==> src/hw/rtl/htcb_pkg.sv <==
package htcb_pkg;

	// Capacity and weight width
	localparam int MAX_SYMBOLS = 16;
	localparam int WEIGHT_BITS = 16;

	// Tree storage
	localparam int NODE_COUNT = 2 * MAX_SYMBOLS - 1;
	localparam int IDX_W      = $clog2(NODE_COUNT);
	localparam int CNT_W      = $clog2(MAX_SYMBOLS + 1);
	localparam int NODE_W     = WEIGHT_BITS + $clog2(MAX_SYMBOLS);
	localparam int LEN_W      = $clog2(MAX_SYMBOLS);

	// Fixed port field widths
	localparam int IN_W   = 16;
	localparam int SYM_W  = 4;
	localparam int CODE_W = 15;
	localparam int CLEN_W = 4;

	localparam logic [NODE_W-1:0] WMASK = {NODE_W{1'b1}} >> (NODE_W - WEIGHT_BITS);

	// Commands from controller to datapath
	typedef struct packed {
		logic accept_en;
		logic build_init;
		logic scan_issue;
		logic merge_a;
		logic merge_b;
		logic walk_init;
		logic walk_fetch;
		logic walk_step;
		logic emit;
	} htcb_cmd_t;

	// Status from datapath to controller
	typedef struct packed {
		logic in_last_fire;
		logic single;
		logic scan_last;
		logic merge_done;
		logic has_parent;
		logic out_free;
		logic last_leaf;
	} htcb_sts_t;

endpackage

==> src/hw/rtl/htcb_in_if.sv <==
interface htcb_in_if;
	import htcb_pkg::*;

	logic              valid;
	logic              ready;
	logic [IN_W-1:0]   weight;
	logic              last_weight;

	modport source (output valid, output weight, output last_weight, input ready);
	modport sink   (input valid, input weight, input last_weight, output ready);
endinterface

==> src/hw/rtl/htcb_out_if.sv <==
interface htcb_out_if;
	import htcb_pkg::*;

	logic              valid;
	logic              ready;
	logic [SYM_W-1:0]  symbol;
	logic [CODE_W-1:0] code_bits;
	logic [CLEN_W-1:0] code_length;
	logic              last_code;

	modport source (output valid, output symbol, output code_bits, output code_length,
		output last_code, input ready);
	modport sink   (input valid, input symbol, input code_bits, input code_length,
		input last_code, output ready);
endinterface

==> src/hw/rtl/htcb_datapath.sv <==
module htcb_datapath (
	input  logic               clk,
	input  logic               arst_n,
	input  htcb_pkg::htcb_cmd_t cmd,
	output htcb_pkg::htcb_sts_t sts,
	htcb_in_if.sink            weights,
	htcb_out_if.source         codes
);
	import htcb_pkg::*;

	// Node stores
	logic [NODE_W-1:0] weight_mem [NODE_COUNT];
	logic [IDX_W-1:0]  parent_mem [NODE_COUNT];
	logic [IDX_W-1:0]  left_mem   [NODE_COUNT];
	logic [NODE_COUNT-1:0] has_parent_q;

	logic [CNT_W-1:0]  cnt_q, k_q;
	logic [IDX_W-1:0]  i_q, j_q, j_s1, b1_q, b2_q, c_q, p_q, prd_q, lrd_q, pr_addr;
	logic              v_s1, hp_s1, f1_q, f2_q, hp_q;
	logic [NODE_W-1:0] w1_q, w2_q, wrd_s1;
	logic [LEN_W-1:0]  len_q;
	logic [CODE_W-1:0] code_q, code_nxt;
	logic              out_valid_q, last_q;
	logic [SYM_W-1:0]  sym_q;
	logic [CODE_W-1:0] codeo_q;
	logic [CLEN_W-1:0] clen_q;
	logic              load_fire, full, cand;
	logic [IDX_W:0]    m_ext;

	assign load_fire = cmd.accept_en && weights.valid;
	assign full      = (cnt_q == CNT_W'(MAX_SYMBOLS));
	assign cand      = v_s1 && !hp_s1;
	assign m_ext     = ((IDX_W+1)'(cnt_q) << 1) - (IDX_W+1)'(1);
	assign pr_addr   = cmd.walk_init ? IDX_W'(k_q) : prd_q;

	// Status back to the controller
	assign sts.in_last_fire = load_fire && weights.last_weight;
	assign sts.single       = (cnt_q == CNT_W'(1));
	assign sts.scan_last    = ((IDX_W+1)'(j_q) + (IDX_W+1)'(1)) == (IDX_W+1)'(i_q);
	assign sts.merge_done   = ((IDX_W+1)'(i_q) + (IDX_W+1)'(1)) == m_ext;
	assign sts.has_parent   = hp_q;
	assign sts.out_free     = !out_valid_q || codes.ready;
	assign sts.last_leaf    = ((CNT_W+1)'(k_q) + (CNT_W+1)'(1)) == (CNT_W+1)'(cnt_q);

	assign weights.ready     = cmd.accept_en;
	assign codes.valid       = out_valid_q;
	assign codes.symbol      = sym_q;
	assign codes.code_bits   = codeo_q;
	assign codes.code_length = clen_q;
	assign codes.last_code   = last_q;

	// Set the branch bit when the child is the right one
	always_comb begin
		code_nxt = code_q;
		if (lrd_q != c_q && int'(len_q) < CODE_W) begin
			code_nxt = code_q | (CODE_W'(1) << len_q);
		end
	end

	// Weight store: loads and merged sums in, scan reads out
	always_ff @(posedge clk) begin
		if (load_fire && !full) begin
			weight_mem[IDX_W'(cnt_q)] <= WMASK & NODE_W'(weights.weight);
		end else if (cmd.merge_a) begin
			weight_mem[i_q] <= w1_q + w2_q;
		end
		wrd_s1 <= weight_mem[j_q];
	end

	// Parent and left-child stores, read along the walk
	always_ff @(posedge clk) begin
		if (cmd.merge_a) begin
			parent_mem[b1_q] <= i_q;
			left_mem[i_q]    <= b2_q;
		end else if (cmd.merge_b) begin
			parent_mem[b2_q] <= i_q;
		end
		prd_q <= parent_mem[pr_addr];
		lrd_q <= left_mem[prd_q];
	end

	// Control counters, flags and the output beat
	always_ff @(posedge clk or negedge arst_n) begin
		if (!arst_n) begin
			cnt_q        <= '0;
			k_q          <= '0;
			i_q          <= '0;
			j_q          <= '0;
			v_s1         <= 1'b0;
			f1_q         <= 1'b0;
			f2_q         <= 1'b0;
			hp_q         <= 1'b0;
			has_parent_q <= '0;
			out_valid_q  <= 1'b0;
		end else begin
			v_s1 <= cmd.scan_issue;
			if (load_fire && !full) begin
				cnt_q <= cnt_q + CNT_W'(1);
			end
			if (cmd.build_init) begin
				i_q          <= IDX_W'(cnt_q);
				k_q          <= '0;
				has_parent_q <= '0;
			end
			if (cmd.build_init || cmd.merge_b) begin
				j_q  <= '0;
				f1_q <= 1'b0;
				f2_q <= 1'b0;
			end
			if (cmd.merge_b) begin
				i_q <= i_q + IDX_W'(1);
			end
			if (cmd.scan_issue) begin
				j_q <= j_q + IDX_W'(1);
			end
			// Track the two lightest free nodes, earlier index wins ties
			if (cand) begin
				if (!f1_q || wrd_s1 < w1_q) begin
					f2_q <= f1_q;
					f1_q <= 1'b1;
				end else if (!f2_q || wrd_s1 < w2_q) begin
					f2_q <= 1'b1;
				end
			end
			if (cmd.merge_a) begin
				has_parent_q[b1_q] <= 1'b1;
				has_parent_q[b2_q] <= 1'b1;
			end
			if (cmd.walk_init) begin
				hp_q <= has_parent_q[IDX_W'(k_q)];
			end else if ((cmd.walk_fetch || cmd.walk_step) && hp_q) begin
				hp_q <= has_parent_q[prd_q];
			end
			if (cmd.emit) begin
				k_q <= k_q + CNT_W'(1);
				if (sts.last_leaf) begin
					cnt_q <= '0;
				end
			end
			if (cmd.emit) begin
				out_valid_q <= 1'b1;
			end else if (codes.ready) begin
				out_valid_q <= 1'b0;
			end
		end
	end

	// Payload registers
	always_ff @(posedge clk) begin
		j_s1  <= j_q;
		hp_s1 <= has_parent_q[j_q];
		if (cand) begin
			if (!f1_q || wrd_s1 < w1_q) begin
				b2_q <= b1_q;
				w2_q <= w1_q;
				b1_q <= j_s1;
				w1_q <= wrd_s1;
			end else if (!f2_q || wrd_s1 < w2_q) begin
				b2_q <= j_s1;
				w2_q <= wrd_s1;
			end
		end
		if (cmd.walk_init) begin
			c_q    <= IDX_W'(k_q);
			code_q <= '0;
			len_q  <= '0;
		end else if (cmd.walk_fetch && hp_q) begin
			p_q <= prd_q;
		end else if (cmd.walk_step) begin
			code_q <= code_nxt;
			len_q  <= len_q + LEN_W'(1);
			c_q    <= p_q;
			if (hp_q) begin
				p_q <= prd_q;
			end
		end
		if (cmd.emit) begin
			sym_q   <= SYM_W'(k_q);
			codeo_q <= code_q;
			clen_q  <= CLEN_W'(len_q);
			last_q  <= sts.last_leaf;
		end
	end

endmodule

==> src/hw/rtl/htcb_ctrl.sv <==
module htcb_ctrl (
	input  logic                clk,
	input  logic                arst_n,
	input  htcb_pkg::htcb_sts_t sts,
	output htcb_pkg::htcb_cmd_t cmd
);
	import htcb_pkg::*;

	typedef enum logic [3:0] {
		ST_LOAD,
		ST_INIT,
		ST_SCAN,
		ST_DRAIN,
		ST_MERGE_A,
		ST_MERGE_B,
		ST_WALK_START,
		ST_WALK_UP,
		ST_WALK_CMP,
		ST_EMIT
	} state_t;

	state_t state_q, state_nxt;

	// Decode commands and next state
	always_comb begin
		cmd       = '0;
		state_nxt = state_q;
		unique case (state_q)
			ST_LOAD: begin
				cmd.accept_en = 1'b1;
				if (sts.in_last_fire) state_nxt = ST_INIT;
			end
			ST_INIT: begin
				cmd.build_init = 1'b1;
				state_nxt = sts.single ? ST_WALK_START : ST_SCAN;
			end
			ST_SCAN: begin
				cmd.scan_issue = 1'b1;
				if (sts.scan_last) state_nxt = ST_DRAIN;
			end
			ST_DRAIN: begin
				state_nxt = ST_MERGE_A;
			end
			ST_MERGE_A: begin
				cmd.merge_a = 1'b1;
				state_nxt = ST_MERGE_B;
			end
			ST_MERGE_B: begin
				cmd.merge_b = 1'b1;
				state_nxt = sts.merge_done ? ST_WALK_START : ST_SCAN;
			end
			ST_WALK_START: begin
				cmd.walk_init = 1'b1;
				state_nxt = ST_WALK_UP;
			end
			ST_WALK_UP: begin
				cmd.walk_fetch = 1'b1;
				state_nxt = sts.has_parent ? ST_WALK_CMP : ST_EMIT;
			end
			ST_WALK_CMP: begin
				cmd.walk_step = 1'b1;
				if (!sts.has_parent) state_nxt = ST_EMIT;
			end
			ST_EMIT: begin
				if (sts.out_free) begin
					cmd.emit = 1'b1;
					state_nxt = sts.last_leaf ? ST_LOAD : ST_WALK_START;
				end
			end
			default: state_nxt = ST_LOAD;
		endcase
	end

	// Hold state
	always_ff @(posedge clk or negedge arst_n) begin
		if (!arst_n) begin
			state_q <= ST_LOAD;
		end else begin
			state_q <= state_nxt;
		end
	end

endmodule

==> src/hw/rtl/huffman_tree_code_builder.sv <==
// Weights: one beat per cycle while loading; the last weight starts the build.
// Build: for n symbols, a setup state, then each merge at node i is a serial scan of
// the weight store followed by a read drain and two parent writes.
// Codes: each walks up the parent store, one walk step per cycle, then waits to emit until the output beat is free.
// Reset clears all control state and the output beat; node stores are not cleared.
module huffman_tree_code_builder (
	input  logic       clk,
	input  logic       arst_n,
	htcb_in_if.sink    weights,
	htcb_out_if.source codes
);
	import htcb_pkg::*;

	htcb_cmd_t cmd;
	htcb_sts_t sts;

	htcb_ctrl u_ctrl (
		.clk    (clk),
		.arst_n (arst_n),
		.sts    (sts),
		.cmd    (cmd)
	);

	htcb_datapath u_dp (
		.clk     (clk),
		.arst_n  (arst_n),
		.cmd     (cmd),
		.sts     (sts),
		.weights (weights),
		.codes   (codes)
	);

endmodule

==> src/flat_wrapper.sv <==
// flat-port wrapper written by rule: the top's interface ports become plain ports
module huffman_tree_code_builder_flat import htcb_pkg::*;
  (clk, arst_n, weights_valid, weights_weight, weights_last_weight, weights_ready, codes_valid, codes_symbol, codes_code_bits, codes_code_length, codes_last_code, codes_ready);
  htcb_in_if weights_i ();
  htcb_out_if codes_i ();
  input  logic clk;
  input  logic arst_n;
  input wire logic [$bits(weights_i.valid)-1:0] weights_valid;
  input wire logic [$bits(weights_i.weight)-1:0] weights_weight;
  input wire logic [$bits(weights_i.last_weight)-1:0] weights_last_weight;
  output wire logic [$bits(weights_i.ready)-1:0] weights_ready;
  output wire logic [$bits(codes_i.valid)-1:0] codes_valid;
  output wire logic [$bits(codes_i.symbol)-1:0] codes_symbol;
  output wire logic [$bits(codes_i.code_bits)-1:0] codes_code_bits;
  output wire logic [$bits(codes_i.code_length)-1:0] codes_code_length;
  output wire logic [$bits(codes_i.last_code)-1:0] codes_last_code;
  input wire logic [$bits(codes_i.ready)-1:0] codes_ready;
  assign weights_i.valid = weights_valid;
  assign weights_i.weight = weights_weight;
  assign weights_i.last_weight = weights_last_weight;
  assign weights_ready = weights_i.ready;
  assign codes_valid = codes_i.valid;
  assign codes_symbol = codes_i.symbol;
  assign codes_code_bits = codes_i.code_bits;
  assign codes_code_length = codes_i.code_length;
  assign codes_last_code = codes_i.last_code;
  assign codes_i.ready = codes_ready;
  huffman_tree_code_builder u_core (.clk(clk), .arst_n(arst_n), .weights(weights_i), .codes(codes_i));
endmodule
==> config.mk <==
export PLATFORM = sky130hd
export DESIGN_NAME = huffman_tree_code_builder_flat
export DESIGN_NICKNAME = d
export VERILOG_FILES = /design/src/hw/rtl/htcb_pkg.sv /design/src/hw/rtl/htcb_in_if.sv /design/src/hw/rtl/htcb_out_if.sv /design/src/hw/rtl/htcb_datapath.sv /design/src/hw/rtl/htcb_ctrl.sv /design/src/hw/rtl/huffman_tree_code_builder.sv /design/src/flat_wrapper.sv
export SDC_FILE = /design/constraint.sdc
export NUM_CORES = 1
export LEC_CHECK = 0
export BUFFER_PORTS_ARGS = -buffer_cell sky130_fd_sc_hd__buf_2
export CORE_AREA = 2 2 291 293
export DETAILED_ROUTE_END_ITERATION = 12
export DIE_AREA = 0 0 293 295
export HOLD_SLACK_MARGIN = 0.08
export PLACE_DENSITY = 0.82
export SKIP_CTS_REPAIR_TIMING = 1
export SLEW_MARGIN = 10
export SYNTH_ARGS = -nofsm -noshare
export SYNTH_HDL_FRONTEND = slang
export SYNTH_SLANG_ARGS = --single-unit
export TNS_END_PERCENT = 50
==> constraint.sdc <==
create_clock -name clk -period 5.4 [get_ports clk]
set_clock_uncertainty 0.1 [all_clocks]
set_input_delay 1.08 -clock clk [delete_from_list [all_inputs] [get_ports clk]]
set_output_delay 1.08 -clock clk [all_outputs]
set_load 0.03 [all_outputs]
==> results of run 1 <==
[registers in the layout, indices dropped and copies added (netlist names), 5 cells and up]
name	count
u_core.u_dp.cnt_q	5
u_core.u_dp.has_parent_q	31
u_core.u_dp.b1_q	5
u_core.u_dp.j_q	5
u_core.u_dp.j_s1	5
u_core.u_dp.left_mem	155
u_core.u_dp.i_q	5
u_core.u_dp.c_q	5
u_core.u_dp.b2_q	5
u_core.u_dp.wrd_s1	20
u_core.u_dp.prd_q	5
u_core.u_dp.k_q	5
u_core.u_dp.lrd_q	5
u_core.u_dp.codes.code_bits	15
u_core.u_dp.code_q	15
u_core.u_dp.w2_q	20
u_core.u_dp.weight_mem	620
u_core.u_dp.parent_mem	155
u_core.u_dp.w1_q	20
u_core.u_dp.p_q	5
[where the power goes]
| group | switching [mW] | internal (mW) |
|---|---|---|
| Sequential | 0.595 | 10.6 |
| Combinational | 4.25 | 2.55 |
| Clock | 3.28 | 4.24 |
| Total | 8.12 | 17.4 |
[worst reg2reg max path: stages, from the launching register on]
cell and delay, ps:
dfrtp_4 720, nand2_1 1020, buf_4 350, o22ai_1 100, o311ai_0 940, o21ai_0 550
[worst min path at each step]
stage	end	slack, ps
after floorplan	u_core.u_dp.j_s1[2]$_DFF_P_	250
after global placement	u_core.u_dp.b1_q[2]$_DFFE_PP_	310
after detailed placement	u_core.u_dp.codes.code_bits[14]$_DFFE_PP_	320
after CTS	u_core.u_dp.b1_q[2]$_DFFE_PP_	340
after global routing	u_core.u_dp.b1_q[1]$_DFFE_PP_	340
final	u_core.u_dp.b1_q[1]$_DFFE_PP_	330
[kinds of logic after synthesis]
logic type / after synthesis / share of synthesized area (%)
XOR/XNOR: 50 / 0.931
AO/OA/AOI/OAI: 439 / 6.06
buffers and inverters: 218 / 2.00
flip-flops: 1129 / 70.3
AND/OR/NAND/NOR: 630 / 5.77
multiplexers: 368 / 13.0
adder cells (fa/ha/maj): 73 / 1.96
[per-layer routing]
metal	vias to the layer above	part of all wire, %	track usage [%]
li1	11500	-	-
met5	-	0	0
met2	1811	48	43.4
met4	0	4.7	12.2
met3	329	9.5	4.65
met1	13900	37	36.5
[cell usage in the layout (no fill, tap or decap), types with 12 or more instances in the layout]
master,synthesis,layout
a21o_1,16,16
a21oi_1,78,77
a22o_1,33,33
a31oi_1,16,16
buf_2,37,46
buf_4,15,63
clkbuf_1,79,25
clkbuf_16,0,111
clkbuf_8,0,15
clkinv_1,0,14
clkinv_2,0,17
dfrtp_1,60,56
dfxtp_1,55,53
edfxtp_1,1014,1014
ha_1,72,72
inv_1,60,60
mux2_2,57,57
mux2i_1,122,121
mux4_2,186,186
nand2_1,309,307
nand2b_1,21,20
nand3_1,41,41
nand4_1,20,20
nor2_1,166,132
nor2_2,0,31
nor2b_1,20,20
o211ai_1,12,12
o21ai_0,133,120
o221ai_1,42,42
o22ai_1,44,44
xnor2_1,27,27
xor2_1,23,23
[final cells by class]
| class | count | area, um^2 | share of cell area [%] |
|---|---|---|---|
| tap | 1080 | 1350 | 2.59 |
| clock inverter | 51 | 463 | 0.887 |
| antenna | 1 | 2.50 | 0.00480 |
| sequential | 1129 | 33100 | 63.4 |
| timing repair buffer | 110 | 723 | 1.39 |
| multi-input combinational | 1560 | 13300 | 25.4 |
| inverter | 60 | 225 | 0.432 |
| clock buffer | 151 | 3080 | 5.90 |
==> flow_metrics.py, run 1 <==
metrics = {
    "timing": {
        "fin_tns_setup_ps": 0,
        "rsz0062_at_grt": "no",
        "tightest_slew_ps": 1390,
        "layout_min_cycle_time_ps": 4070,
        "hold_slack_ps": 335,
        "setup_viol": 0,
        "timing.final.hold_violations": 0,
        "slew_headroom_pct": 6.05,
        "slew_viol_final": 0,
        "setup_ws_ps": 1330,
        "finalCritPeriodShare_pct": 75.4,
        "fmax_mhz": 246,
    },
    "finish": {
        "stdcell_count": 4142,
        "fill_cells": 5502,
        "design_area_um2": 52200,
        "area_delta_synth_final_pct": 11.0,
        "drive_gt1_share_pct": 19.2,
        "nets": 3064,
        "fin_util_pct": 62.7,
    },
    "global_route": {
        "grt-ovfl-total": 0,
        "grt_pass1_vias": 27500,
        "grt_start_max_net_pins": 67,
        "track_usage_pct": 27.0,
        "grt_pass1_wl_um": 174000,
        "grt_antenna_before_repair": 3,
    },
    "critical_path": {
        "rr_endpoint": "u_core.u_dp.wrd_s1[8]$_DFF_P_",
        "cp_max_fo": 45,
        "start_kind": "register",
        "r2r-start": "u_core.u_dp.j_q[1]$_DFFE_PN0P_",
        "crit_end": "u_core.u_dp.wrd_s1[8]$_DFF_P_",
        "critical_path.top_delay_family": "compound AO/OA/AOI/OAI gates",
        "endpoint_kind": "register",
        "crit_chain": "nand2_1 -> buf_4 -> o22ai_1 -> o311ai_0 -> o21ai_0",
        "crit_buf_inv": 1,
        "crit_path_start": "u_core.u_dp.j_q[1]$_DFFE_PN0P_",
        "path_depth": 5,
        "worstRegToRegCells": 5,
        "worst-setup-path-type": "reg2reg",
        "reg2reg_setup_slack_ps": 1330,
        "cp_slowest_stage_delay_ps": 1000,
        "worstPathRequired_ps": 5690,
        "worstPathArrival_ps": 4360,
        "slowest_stage": "nand2_1",
    },
    "synth": {
        "synth_warnings": 0,
        "yosys.area.top_type": "edfxtp_1",
        "async_flop_share_pct": 5.31,
        "synth.area.top_cells": "edfxtp_1 (65%), mux4_2 (8.9%), dfrtp_1 (3.2%)",
        "yosysTopAreaCellShare_pct": 64.8,
        "yosysSeqAreaShare_pct": 70.3,
        "ys_types": 67,
        "synth.avg_cell_area_um2": 16.2,
        "post-synth-top-count-cell": "edfxtp_1",
        "ys_ff_latch": 1129,
        "ys.flop_type": "edfxtp_1",
        "synth_nets": 3001,
        "yosys-top-cells-count": "edfxtp_1 (1014), nand2_1 (309), mux4_2 (186)",
        "synth_edf_count": 1014,
        "netlist_instances": 2907,
        "netlist_area_um2": 47000,
    },
    "power": {
        "p_per_area_nw_per_um2": 490,
        "p_leak_nw": 17.3,
        "ir_drop_uv": 384,
        "finalPower_mw": 25.5,
    },
    "placement": {
        "dpl.hpwl_um": 70500,
        "gp_congestion": 0.945,
        "placed_cell_area_um2": 48600,
        "io_buffers": 46,
        "dp.cells": 3939,
        "pre_cts_slack_ps": 1490,
    },
    "floorplan": {
        "initial_core_util_pct": 56.5,
        "ios": 47,
        "dieWidth_um": 293,
        "core_area_um2": 83200,
        "die_h_um": 295,
        "core.rowCount": 106,
        "die_area_um2": 86400,
    },
    "worst_hold_path": {
        "hold_depth": 0,
        "min_from": "u_core.u_dp.j_s1[1]$_DFF_P_",
        "hp-class": "reg2reg",
    },
    "clock_network": {
        "clkSinkCount": 1129,
        "htree_levels": 3,
        "root_buffer": "clkbuf_16",
        "cts_tree": "yes",
        "clkTransAtPathRegs_ps": 60,
        "clockBufferDepth": 3,
        "clk_latency_ps": 690,
        "tritoncts.num_buffers": 109,
    },
    "routing": {
        "ant_nets": 0,
        "vias": 27500,
        "via_per_inst": 6.65,
        "drt_first_pass_iters": 9,
        "drc": 0,
        "routed_wl_um": 116000,
        "drtIter0Drc": 3786,
        "post_drt_wl_per_cell_um": 28.0,
    },
    "job": {
        "drv_cap": 0,
    },
    "status": {
        "status": "completed",
    },
}
(Power assumes the default switching activity.)
==> run 2: changes to the inputs <==
--- a/config.mk
+++ b/config.mk
@@ -10,7 +10,7 @@
 export DETAILED_ROUTE_END_ITERATION = 12
 export DIE_AREA = 0 0 293 295
 export HOLD_SLACK_MARGIN = 0.08
-export PLACE_DENSITY = 0.82
+export PLACE_DENSITY = 0.85
 export SKIP_CTS_REPAIR_TIMING = 1
 export SLEW_MARGIN = 10
 export SYNTH_ARGS = -nofsm -noshare
==> constraint.sdc (replaced) <==
create_clock -name clk -period 3.6 [get_ports clk]
set_clock_uncertainty 0.1 [all_clocks]
set_input_delay 0.72 -clock clk [delete_from_list [all_inputs] [get_ports clk]]
set_output_delay 0.72 -clock clk [all_outputs]
set_load 0.03 [all_outputs]
==> run 2 against run 1 <==
Compared with the run above: maximum frequency grew 21%; first-iteration DRC count shrank 8.8%; sequential power grew 50%; non-clock buffer count grew 76; largest power group unchanged.
==> flow_metrics.py, run 2 (same netlist as run 1, synthesis figures left out) <==
metrics = {
    "timing": {
        "fin_tns_setup_ps": 0,
        "slew_viol_final": 0,
        "timing.final.hold_violations": 0,
        "rsz0062_at_grt": "no",
        "tightest_slew_ps": 1100,
        "slew_headroom_pct": 26.6,
        "setup_viol": 0,
        "finalCritPeriodShare_pct": 93.3,
        "layout_min_cycle_time_ps": 3360,
        "setup_ws_ps": 242,
        "fmax_mhz": 298,
    },
    "power": {
        "ir_drop_uv": 765,
        "p_leak_nw": 17.6,
        "p_per_area_nw_per_um2": 718,
        "finalPower_mw": 37.8,
    },
    "routing": {
        "routed_wl_um": 115000,
        "drt_first_pass_iters": 6,
        "via_per_inst": 6.63,
        "drtIter0Drc": 3452,
        "post_drt_wl_per_cell_um": 27.4,
        "drc": 0,
        "vias": 27900,
        "ant_nets": 0,
    },
    "floorplan": {
        "ios": 47,
        "core.rowCount": 106,
        "dieWidth_um": 293,
        "die_h_um": 295,
        "core_area_um2": 83200,
        "die_area_um2": 86400,
        "initial_core_util_pct": 56.5,
    },
    "clock_network": {
        "clockBufferDepth": 3,
        "root_buffer": "clkbuf_16",
        "clkSinkCount": 1129,
        "htree_levels": 3,
        "cts_tree": "yes",
        "clkTransAtPathRegs_ps": 60,
        "tritoncts.num_buffers": 105,
        "clk_latency_ps": 700,
    },
    "finish": {
        "drive_gt1_share_pct": 20.5,
        "largest_reg_flops": 620,
        "regMostFlops": "u_core.u_dp.weight_mem",
        "nets": 3137,
        "area_delta_synth_final_pct": 11.9,
        "mostFrequentLayoutCell": "edfxtp_1",
        "mostFrequentLayoutCells": "edfxtp_1 (1014), nand2_1 (308), mux4_2 (186)",
        "top_regs": "u_core.u_dp.weight_mem: 620 flops, u_core.u_dp.left_mem: 155 flops, u_core.u_dp.parent_mem: 155 flops",
        "fill_cells": 5406,
        "design_area_um2": 52600,
    },
    "critical_path": {
        "start_kind": "register",
        "worstRegToRegCells": 12,
        "reg2reg_setup_slack_ps": 240,
        "worstPathRequired_ps": 3880,
        "endpoint_kind": "register",
        "crit_path_start": "u_core.u_dp.w1_q[0]$_DFFE_PP_",
        "crit_end": "u_core.u_dp.weight_mem[30][18]$_DFFE_PP_",
        "r2r-start": "u_core.u_dp.w1_q[0]$_DFFE_PP_",
        "worstPathArrival_ps": 3640,
        "cp_max_fo": 31,
        "worst-setup-path-type": "reg2reg",
        "rr_endpoint": "u_core.u_dp.weight_mem[30][18]$_DFFE_PP_",
    },
    "global_route": {
        "grt_antenna_before_repair": 4,
        "grt_pass1_vias": 28200,
        "grt_start_max_net_pins": 68,
        "grt-ovfl-total": 0,
        "track_usage_pct": 26.7,
        "grt_pass1_wl_um": 173000,
    },
    "placement": {
        "io_buffers": 46,
        "placed_cell_area_um2": 49300,
        "pre_cts_slack_ps": -92.8,
        "dpl.hpwl_um": 69400,
        "gp_congestion": 0.928,
    },
    "worst_hold_path": {
        "hp-class": "reg2reg",
        "min_from": "u_core.u_dp.code_q[12]$_SDFFE_PP0P_",
    },
    "status": {
        "status": "completed",
    },
    "job": {
        "drv_cap": 0,
    },
}
run 2: layout make-up:
class                      instances  area, um^2  area share [%]
antenna                            1        2.50         0.00475
clock buffer                     141        2850            5.41
clock inverter                    54         410           0.780
inverter                          60         225           0.428
multi-input combinational       1561       13300            25.3
sequential                      1129       33100            62.8
tap                             1080        1350            2.57
timing repair buffer             186        1430            2.72
run 2: worst min path at each step:
stage                                                      to  depth (start not counted)
global placement                u_core.u_dp.b1_q[4]$_DFFE_PP_                          0
detailed placement  u_core.u_dp.codes.code_bits[12]$_DFFE_PP_                          0
global route         u_core.u_dp.codes.code_bits[4]$_DFFE_PP_                          0
CTS                              u_core.u_dp.hp_q$_DFFE_PN0P_                          1
floorplan                         u_core.u_dp.j_s1[2]$_DFF_P_                          0
finish              u_core.u_dp.codes.code_bits[12]$_DFFE_PP_                          0
run 2: power by group:
group	switching (mW)	leakage (nW)	total, mW	internal, mW
combinational	6.32	5.59	10.4	4.10
clock	4.72	1.59	10.6	5.84
sequential	0.865	10.4	16.8	15.9
run 2: layer usage:
metal / global-route usage, % / share of wire [%] / wire length [um]
met2: 45.2 / 50 / 57100
met4: 11.2 / 4.4 / 5030
met5: 0 / 0.035 / 40
met1: 34.0 / 36 / 41100
met3: 5.17 / 10 / 11900
run 2: through the flow:
stage | hold slack (ps) | std cells | util [%]
after detailed placement | 315 | 4014 | 59.2
after global routing | 337 | 4211 | 63.3
after CTS | 24.3 | 4209 | 63.2
after global placement | 311 | 4014 | 59.2
after floorplan | 245 | 2907 | -
final | 331 | 4212 | 63.3
run 2: critical path: stages (launching register included):
cell and delay [ps]:
edfxtp_1 420, ha_1 260, fa_1 470, a21o_1 190, a21oi_2 190, o211ai_1 110
a211o_1 320, buf_4 160, nor2_1 190, o21ai_0 150, xnor2_1 190, nor2_1 70
buf_4 240
